`src/rtl/core/pfc_pkg.sv`:
```
// Shared types, constants and helpers for the Playfair digraph cipher.
// Depends on nothing; every module of the block imports this package.
`timescale 1ns / 1ps
`default_nettype none

package pfc_pkg;

  // Geometry of the key square.
  localparam int SIDE       = 5;
  localparam int CELL_COUNT = SIDE * SIDE;
  localparam int LETTER_W   = 5;
  localparam int POS_W      = 3;
  localparam int INDEX_W    = 5;

  // Configuration register widths and reset values.
  localparam int SQUARE_W   = 60;
  localparam logic [SQUARE_W-1:0] SQUARE_LOW_RESET  = 60'd445091350149433376;
  localparam logic [SQUARE_W-1:0] SQUARE_MID_RESET  = 60'd891384680460860877;
  localparam logic [LETTER_W-1:0] SQUARE_LAST_RESET = 5'd25;

  // Configuration register indexes.
  localparam int REG_INDEX_W = 2;
  localparam logic [REG_INDEX_W-1:0] REG_SQUARE_LOW  = 2'd0;
  localparam logic [REG_INDEX_W-1:0] REG_SQUARE_MID  = 2'd1;
  localparam logic [REG_INDEX_W-1:0] REG_SQUARE_LAST = 2'd2;

  // Letter codes.
  localparam logic [LETTER_W-1:0] LETTER_I = 5'd8;
  localparam logic [LETTER_W-1:0] LETTER_J = 5'd9;

  // Action codes.
  localparam logic ACTION_ENCRYPT = 1'b0;
  localparam logic ACTION_DECRYPT = 1'b1;

  // Stream payload widths, padded to whole bytes.
  localparam int IN_DATA_W  = 16;
  localparam int OUT_DATA_W = 16;

  typedef logic [LETTER_W-1:0] letter_t;
  typedef logic [CELL_COUNT-1:0][LETTER_W-1:0] square_t;

  // Result of one lane's search through the square.
  typedef struct packed {
    logic             found;
    logic [POS_W-1:0] row;
    logic [POS_W-1:0] col;
  } loc_t;

  // One step along a row or column, wrapping; decrypt steps backward.
  function automatic logic [POS_W-1:0] wrap_step(logic [POS_W-1:0] pos, logic action);
    logic [POS_W-1:0] res;
    if (action == ACTION_DECRYPT) begin
      res = (pos == '0) ? POS_W'(SIDE - 1) : pos - 1'b1;
    end else begin
      res = (pos == POS_W'(SIDE - 1)) ? '0 : pos + 1'b1;
    end
    return res;
  endfunction

  // Row-major cell index of a row and column.
  function automatic logic [INDEX_W-1:0] cell_index(logic [POS_W-1:0] row,
                                                   logic [POS_W-1:0] col);
    logic [INDEX_W-1:0] base;
    base = INDEX_W'(row) * INDEX_W'(SIDE);
    return base + INDEX_W'(col);
  endfunction

endpackage

`default_nettype wire

```
`src/rtl/core/pfc_locate.sv`:
```
// Search lane: finds the lowest key square cell that holds one letter.
// Depends on pfc_pkg for the square and location types.
`timescale 1ns / 1ps
`default_nettype none

module pfc_locate
  import pfc_pkg::*;
(
  input  wire letter_t letter,
  input  wire square_t square,
  output loc_t         loc
);

  letter_t key;

  // J shares the cell of I.
  assign key = (letter == LETTER_J) ? LETTER_I : letter;

  // Compare against every cell at once; the lowest matching cell wins.
  always_comb begin
    loc = '0;
    for (int k = CELL_COUNT - 1; k >= 0; k--) begin
      if (square[k] == key) begin
        loc.found = 1'b1;
        loc.row   = POS_W'(k / SIDE);
        loc.col   = POS_W'(k % SIDE);
      end
    end
  end

endmodule

`default_nettype wire

```
`src/rtl/core/pfc_merge.sv`:
```
// Merge stage: applies the Playfair rules to the two lane locations
// and reads the chosen cells. Depends on pfc_pkg.
`timescale 1ns / 1ps
`default_nettype none

module pfc_merge
  import pfc_pkg::*;
(
  input  wire loc_t    loc_a,
  input  wire loc_t    loc_b,
  input  wire          action,
  input  wire square_t square,
  output letter_t      first_out,
  output letter_t      second_out,
  output logic         not_found
);

  logic               same_row;
  logic               same_col;
  logic [POS_W-1:0]   row_a;
  logic [POS_W-1:0]   col_a;
  logic [POS_W-1:0]   row_b;
  logic [POS_W-1:0]   col_b;
  logic [INDEX_W-1:0] idx_a;
  logic [INDEX_W-1:0] idx_b;

  assign same_row = (loc_a.row == loc_b.row);
  assign same_col = (loc_a.col == loc_b.col);

  // Pick the target row and column of each letter.
  always_comb begin
    row_a = loc_a.row;
    col_a = loc_a.col;
    row_b = loc_b.row;
    col_b = loc_b.col;
    if (same_row) begin
      col_a = wrap_step(loc_a.col, action);
      col_b = wrap_step(loc_b.col, action);
    end else if (same_col) begin
      row_a = wrap_step(loc_a.row, action);
      row_b = wrap_step(loc_b.row, action);
    end else begin
      col_a = loc_b.col;
      col_b = loc_a.col;
    end
  end

  assign idx_a = cell_index(row_a, col_a);
  assign idx_b = cell_index(row_b, col_b);

  // A missing letter forces both outputs to zero.
  assign not_found  = !(loc_a.found && loc_b.found);
  assign first_out  = not_found ? '0 : square[idx_a];
  assign second_out = not_found ? '0 : square[idx_b];

endmodule

`default_nettype wire

```
`src/rtl/core/playfair_digraph_cipher.sv`:
```
// Top level of the Playfair digraph cipher: configuration registers,
// two search lanes, merge stage and output register. Depends on pfc_pkg,
// pfc_locate and pfc_merge.
//
//  Channel   Direction  Contents (lowest bit first)
//  s_axis    in         tdata: first_letter[4:0], second_letter[9:5]; tuser: action
//  m_axis    out        tdata: first_out[4:0], second_out[9:5]; tuser: not_found
//  cfg       in         cfg_index selects square_low, square_mid, square_last
//
// One digraph per cycle while the output is not stalled; each passes through
// the lane search register, then the merge and output register.
// Synchronous reset clears both stage valids and loads the default square.
// A stalled output holds its stage; the lane stage still takes a new
// transaction while it is empty, so input ready drops only when both are full.
`timescale 1ns / 1ps
`default_nettype none

module playfair_digraph_cipher
  import pfc_pkg::*;
(
  input  wire                    clk,
  input  wire                    rst,
  // Slave stream: first_letter, second_letter (low bits first).
  input  wire                    s_axis_tvalid,
  output logic                   s_axis_tready,
  input  wire  [IN_DATA_W-1:0]   s_axis_tdata,
  // Slave stream: action.
  input  wire                    s_axis_tuser,
  // Master stream: first_out, second_out (low bits first).
  output logic                   m_axis_tvalid,
  input  wire                    m_axis_tready,
  output logic [OUT_DATA_W-1:0]  m_axis_tdata,
  // Master stream: not_found.
  output logic                   m_axis_tuser,
  // Configuration write port.
  input  wire                    cfg_wen,
  input  wire  [REG_INDEX_W-1:0] cfg_index,
  input  wire  [SQUARE_W-1:0]    cfg_data
);

  logic [SQUARE_W-1:0] square_low;
  logic [SQUARE_W-1:0] square_mid;
  letter_t             square_last;
  square_t             square;

  logic    in_action;
  letter_t in_first;
  letter_t in_second;
  loc_t    lane_a;
  loc_t    lane_b;

  logic    s1_valid;
  logic    s1_action;
  loc_t    s1_loc_a;
  loc_t    s1_loc_b;
  logic    s1_ready;
  logic    s2_ready;

  letter_t mrg_first;
  letter_t mrg_second;
  logic    mrg_not_found;

  letter_t out_first;
  letter_t out_second;
  logic    out_not_found;

  // Configuration registers.
  always_ff @(posedge clk) begin
    if (rst) begin
      square_low  <= SQUARE_LOW_RESET;
      square_mid  <= SQUARE_MID_RESET;
      square_last <= SQUARE_LAST_RESET;
    end else if (cfg_wen) begin
      unique case (cfg_index)
        REG_SQUARE_LOW:  square_low  <= cfg_data;
        REG_SQUARE_MID:  square_mid  <= cfg_data;
        REG_SQUARE_LAST: square_last <= cfg_data[LETTER_W-1:0];
        default: ;
      endcase
    end
  end

  // Cell 0 sits in the lowest bits.
  assign square = {square_last, square_mid, square_low};

  // Unpack the input transaction.
  assign in_action = s_axis_tuser;
  assign in_first  = s_axis_tdata[LETTER_W-1:0];
  assign in_second = s_axis_tdata[2*LETTER_W-1:LETTER_W];

  // One search lane per letter.
  pfc_locate u_lane_a (
    .letter (in_first),
    .square (square),
    .loc    (lane_a)
  );

  pfc_locate u_lane_b (
    .letter (in_second),
    .square (square),
    .loc    (lane_b)
  );

  // Stage handshake: each stage loads when empty or when it drains.
  assign s2_ready      = !m_axis_tvalid || m_axis_tready;
  assign s1_ready      = !s1_valid || s2_ready;
  assign s_axis_tready = s1_ready;

  // Lane result register.
  always_ff @(posedge clk) begin
    if (rst) begin
      s1_valid <= 1'b0;
    end else if (s1_ready) begin
      s1_valid <= s_axis_tvalid;
    end
  end

  always_ff @(posedge clk) begin
    if (s1_ready && s_axis_tvalid) begin
      s1_action <= in_action;
      s1_loc_a  <= lane_a;
      s1_loc_b  <= lane_b;
    end
  end

  // Combine both lanes into the cipher letters.
  pfc_merge u_merge (
    .loc_a      (s1_loc_a),
    .loc_b      (s1_loc_b),
    .action     (s1_action),
    .square     (square),
    .first_out  (mrg_first),
    .second_out (mrg_second),
    .not_found  (mrg_not_found)
  );

  // Output register.
  always_ff @(posedge clk) begin
    if (rst) begin
      m_axis_tvalid <= 1'b0;
    end else if (s2_ready) begin
      m_axis_tvalid <= s1_valid;
    end
  end

  always_ff @(posedge clk) begin
    if (s2_ready && s1_valid) begin
      out_first     <= mrg_first;
      out_second    <= mrg_second;
      out_not_found <= mrg_not_found;
    end
  end

  assign m_axis_tdata = {
    (OUT_DATA_W - 2 * LETTER_W)'(0), out_second, out_first
  };
  assign m_axis_tuser = out_not_found;

endmodule

`default_nettype wire

```
`config.mk`:
```
export PLATFORM = sky130hd
export DESIGN_NAME = playfair_digraph_cipher
export DESIGN_NICKNAME = d
export VERILOG_FILES = /design/src/rtl/core/pfc_pkg.sv /design/src/rtl/core/pfc_locate.sv /design/src/rtl/core/pfc_merge.sv /design/src/rtl/core/playfair_digraph_cipher.sv
export SDC_FILE = /design/constraint.sdc
export NUM_CORES = 1
export LEC_CHECK = 0
export ABC_AREA = 1
export BUFFER_PORTS_ARGS = -buffer_cell sky130_fd_sc_hd__clkbuf_2
export CORE_ASPECT_RATIO = 1.4
export CORE_MARGIN = 3
export CORE_UTILIZATION = 50
export CTS_CLUSTER_DIAMETER = 30
export DETAILED_ROUTE_END_ITERATION = 8
export PLACE_DENSITY_LB_ADDON = 0.05
export SLEW_MARGIN = 20
export SYNTH_ARGS = -nofsm -noshare
export SYNTH_HDL_FRONTEND = slang
export SYNTH_HIERARCHICAL = 1
export SYNTH_SLANG_ARGS = --single-unit
```
`constraint.sdc`:
```
create_clock -name clk -period 4.24 [get_ports clk]
set_input_delay 0.424 -clock clk [delete_from_list [all_inputs] [get_ports clk]]
set_output_delay 0.424 -clock clk [all_outputs]
set_load 0.02 [all_outputs]
```
[Word level (Yosys, flattened, before mapping)]
Cells that the tools add are included.
Word-level totals
  logic and storage cells: 199
  output and inout port bits: 19
  bits of input ports: 84
  register bits: 153
Operators by class
  reductions and logical operators: 28
  $add $sub $neg: 10
  mux-type cells: 74
  equality and inequality tests: 60
  magnitude comparators: 2
  multiply operators: 2
Operators by type and width (count)
  $eq A5 B5 Y1: 50
  $mux W5: 24
  $mux W3: 22
  $bmux W5 S5: 2
  $mux W6: 8
  $reduce_or A24 Y1: 2
  $mux W4: 10
  $reduce_or A20 Y1: 2
  $reduce_or A10 Y1: 2
  $mux W7: 2
  $add A3 B1 Y3 const B: 4
  $eq A3 B3 Y1 const B: 4
  $logic_not A3 Y1: 4
  $lt A5 B6 Y1 const B: 2
  $sub A3 B1 Y3 const B: 4
  $add A5 B3 Y5: 2
  $eq A5 B4 Y1 const B: 2
  $mul A3 B3 Y5 const B: 2
  $reduce_or A5 Y1: 2
  $mux W2: 4
  $reduce_or A4 Y1: 2
  $eq A3 B3 Y1: 2
  $reduce_and A2 Y1: 3
  $reduce_or A2 Y1: 2
  7 further kinds: 13

[Logic depth before layout (Yosys ltp)]
  word-level depth: 27
  gate-level depth with buffers: 26
  gate-level depth less buffers: 25

[Hierarchy]
The synthesis kept the hierarchy.
By module, submodules not included
  playfair_digraph_cipher: cells an instance 744, instances 1, area an instance 5874.4 µm², seq. area each 3323.2 µm²
  pfc_merge: cells an instance 823, instances 1, area an instance 4132.7 µm², seq. area each 0.0 µm²
  pfc_locate: cells an instance 316, instances 2, area an instance 1994.4 µm², seq. area each 0.0 µm²

[Worst setup path before layout]
OpenSTA, ideal clock, no wires.
  path type: reg-to-reg
  from: reg s1_loc_a[3] in the netlist's numbering
  to: reg out_second[4] (data pin)
  path buffers: 5
  arrival time: 3.203 ns
  required time: 3.986 ns
  cell stages (with the launch flop): 21
  clock period less this slack: 3.456 ns
  path slack: 0.784 ns
  setup time: 0.254 ns
  cells stage by stage: edfxtp_1 inv_2 nand2_1 nand2_1 nand3_4 buf_6 o21ai_2 nand3_4 buf_6 buf_6 inv_1 ha_1 inv_1 fa_1 clkbuf_1 inv_1 buf_1 nand3_1 nand3_1 a21oi_1 nor2_1
Between the ends
  longest elaborated chain between the ends: 6
  elaborated cells between the ends (all ways): 7
  those cells by class: add/sub: 1; mul: 1; eq/ne: 1; mux: 4
RTL lines
  from (decl): RTL line playfair_digraph_cipher.sv:54  | loc_t s1_loc_a;
  from (signal assigned): RTL line playfair_digraph_cipher.sv:121  | s1_loc_a <= lane_a;
  $eq A3 B3 Y1 (*): RTL line pfc_merge.sv:27  | assign same_row = (loc_a.row == loc_b.row);
  $mux W3: RTL line pfc_merge.sv:36  | if (same_row) begin
  $mul A3 B3 Y5: RTL line pfc_pkg.sv:64  | base = INDEX_W'(row) * INDEX_W'(SIDE);
  $add A5 B3 Y5 (*): RTL line pfc_pkg.sv:65  | return base + INDEX_W'(col);
  $bmux W5 S5 (*): RTL line pfc_merge.sv:54  | assign second_out = not_found ? '0 : square[idx_b];
  $mux W5 (not written as such) (*): RTL line pfc_merge.sv:54
  to (signal assigned): RTL line playfair_digraph_cipher.sv:149  | out_second <= mrg_second;
  to (decl): RTL line playfair_digraph_cipher.sv:64  | letter_t out_second;
Every way passes the cells marked *; elsewhere a longest branch is shown, timed or not. The select of a mux whose other input is x is not followed.
A chain may end at the register's enable or synchronous reset.

[Worst setup path in the final report]
  from: reg s1_loc_b[3] in the netlist's numbering
  to: reg out_second[2] (data pin)
Between the ends
  longest elaborated chain between the ends: 9
  elaborated cells between the ends (all ways): 15
  those cells by class: add/sub: 3; mul: 1; eq/ne: 2; mux: 8; reduce/logical: 1
RTL lines
  from (decl): RTL line playfair_digraph_cipher.sv:55  | loc_t s1_loc_b;
  from (signal assigned): RTL line playfair_digraph_cipher.sv:122  | s1_loc_b <= lane_b;
  $add A3 B1 Y3 (tied with other cells): RTL line pfc_pkg.sv:55  | res = (pos == POS_W'(SIDE - 1)) ? '0 : pos + 1'b1;
  $mux W3 (on tied branches): RTL line pfc_pkg.sv:55, pfc_pkg.sv:53
  $mux W3: RTL line pfc_pkg.sv:52  | if (action == ACTION_DECRYPT) begin
  $mux W3: RTL line pfc_merge.sv:39  | end else if (same_col) begin
  $mux W3: RTL line pfc_merge.sv:36
  $mul A3 B3 Y5: RTL line pfc_pkg.sv:64
  $add A5 B3 Y5 (*): RTL line pfc_pkg.sv:65
  $bmux W5 S5 (*): RTL line pfc_merge.sv:54
  $mux W5 (not written as such) (*): RTL line pfc_merge.sv:54
Marked as above.

==> results.cfg <==
[global_routing]
grt_util_met1_pct = 45.2
use_met2_pct = 56.2
grt_pass1_wl_um = 80900
antenna_found_initial = 0
overflow = 0
grt_pass1_vias = 13700
busiest_layer = met2
grt_max_degree = 101
track_usage_pct = 34.9
grt_util_met3_pct = 4.04

[floorplan]
die_w_um = 147
die_h_um = 204
coreArea_um2 = 27200
start_util_pct = 51.5
ios = 103
rows = 71
dieArea_um2 = 30100

[synth]
synth_top_area_share_pct = 18.2
synth_seq_area_share_pct = 23.7
yosys-top-cells-area = dfxtp_1, nand3_1, nand2_1
yosysUniqueCellTypes = 50
netlist_area_um2 = 14000
synth_area_per_cell_um2 = 6.36
ys_seq_elements = 153
yosysWarnings = 6
syn-instance-count = 2199
synth_edf_count = 26
synth_flop_cell = dfxtp_1
synth.most_common_cell = nand2_1
synth_common_cells = nand2_1, nand3_1, nor2_1
async_flop_share_pct = 0
synth_top_area_cell = dfxtp_1

[clock_network]
cts_setup_buffers = 0
postCtsHoldBufs = 0
root_buffer = clkbuf_16
cts_max_path_buffers = 2
cts_buffers = 17
h-tree-depth = 4
clk_latency_ns = 0.44
post_cts.resized_instances = 0
cts_sinks = 153
cts_tree = done
clk_pin_slew_ns = 0.06

[setup_path]
worst-r2r-cell-count = 19
critical_path.max_fanout = 15
rr_startpoint = s1_loc_b[3]
cp-startpoint = s1_loc_b[3]
critical_path.cell_chain = inv_2, nand2_1, nand2_1, nand3_4, nand2_4, inv_1, o21ai_0, inv_1, ha_1, ha_1, inv_1, fa_1, inv_1, buf_4, nand3_1, nand3_1, nand2_1, nand2_1, nor2_1
end_kind = flop
cp-start-kind = flop
reg2reg_slack_ns = 0.37
worst_path_max_delay_cell = fa_1
path_class = flop to flop
rr_endpoint = out_second[2]
crit_required_ns = 4.42
slowest_delay_ns = 0.53
arrival_ns = 4.05

[pwr]
p_leak_nw = 7.48
power_mw = 8.05
power_density_nw_per_um2 = 539
ir_drop_mv = 0.323

[timing]
fin_worst_skew_ns = 0.00955
fin_crit_ns = 3.87
hold_violations = 0
setup-violations-final = 0
grt_setup_unrepaired = no
min_period_over_period_pct = 91.2
max_freq_mhz = 259
finalSetupTns_ns = 0
slew_violations = 0
slew_headroom_pct = 33.7
worst_pin_slew_ns = 0.994
hold_ws_ns = 0.172

[place]
port_buffers = 90
placed_area_um2 = 14400
gp_congestion = 1.01
dpl.hpwl_um = 39400

[drt]
dr.pass1.iters = 6
drt-total-wl_um = 53100
viasPerCell = 5.80
drt_iter0_markers = 1709
drc_errors = 0
wire_per_inst_um = 20.5
ant_nets = 0
via_count = 15100

[hold_path]
hold_end = s1_action
min_from = s_axis_tuser
hp-class = input pin to flop
holdPathStages = 1

[finish]
final_core_util_pct = 54.9
nNetsFinal = 2327
final_cell_area_um2 = 14900
area_growth_pct = 6.62
drive_above_1_share_pct = 11.3
antenna_cells = 0

[run_status]
status = finished, final reports clean

[job]
maxCapViolations = 0
## stage by stage
| step | setup slack, ns | cells |
|---|---|---|
| 2_1_floorplan | 0.784 | 2204 |
| 3_3_place_gp | 0.451 | 2563 |
| 3_5_place_dp | 0.421 | 2563 |
| 4_1_cts | 0.399 | 2595 |
| 5_1_grt | 0.0678 | 2595 |
| 6_report | 0.373 | 2595 |
## where the power goes
group	internal, mW	switching [mW]
logic	1.55	3.25
registers	1.61	0.184
clock network	0.801	0.650
## cell usage in the layout, fill, tap and decap left out, types with 21 or more instances in the layout
cell / n
nand2_1: 550
edfxtp_1: 26
nand3_1: 452
dfxtp_1: 127
inv_1: 204
nand4_1: 21
a21oi_1: 78
buf_4: 42
xnor2_1: 91
xor2_1: 111
ha_1: 24
nor2_1: 210
clkbuf_2: 89
## how the worst max path moves through the flow
stage,end,slack (ns)
2_1_floorplan,out_second[4],0.78
3_3_place_gp,out_second[2],0.45
3_5_place_dp,out_second[2],0.42
4_1_cts,out_second[2],0.40
5_1_grt,out_second[4],0.07
6_report,out_second[2],0.37
## flip-flops by register name, indices dropped and copies added (netlist names)
register,flops
square_last,5
s1_valid,1
m_axis_tuser,1
out_second,5
out_first,5
square_low,60
s1_loc_b,7
square_mid,60
s1_action,1
s1_loc_a,7
m_axis_tvalid,1
## cell type report
class / count / area [um^2]
Clock inverter: 9 / 62.6
Multi-Input combinational cell: 1684 / 8900
Fill cell: 2880 / 12300
Sequential cell: 153 / 3320
Inverter: 226 / 855
Tap cell: 365 / 457
Clock buffer: 23 / 479
Timing Repair Buffer: 135 / 841
## metal layers
metal  vias up  part of all wire [%]
li1       7081                     -
met1      6973                    40
met2       829                    46
met3       173                   7.9
met4         0                   6.5
met5         -                     0
## cell families after synthesis
logic type	count (synthesis)	synth area share, %
fa+ha+maj	26	2.43
compound gates	147	6.27
xor+xnor	205	13.0
other cells	1	0.0268
buf+inv	367	12.9
flops	153	23.7
simple gates	1300	41.7
## worst max-delay path: cells and delay by family, from the launching register on
| kind | cells | cell delay (ns) |
|---|---|---|
| AND/OR/NAND/NOR | 9 | 0.93 |
| flip-flops | 1 | 0.47 |
| AO/OA/AOI/OAI | 1 | 0.42 |
| adder cells (fa/ha/maj) | 3 | 1.00 |
| buffers and inverters | 6 | 0.77 |
Note: power is estimated with default switching activity, not from simulation.
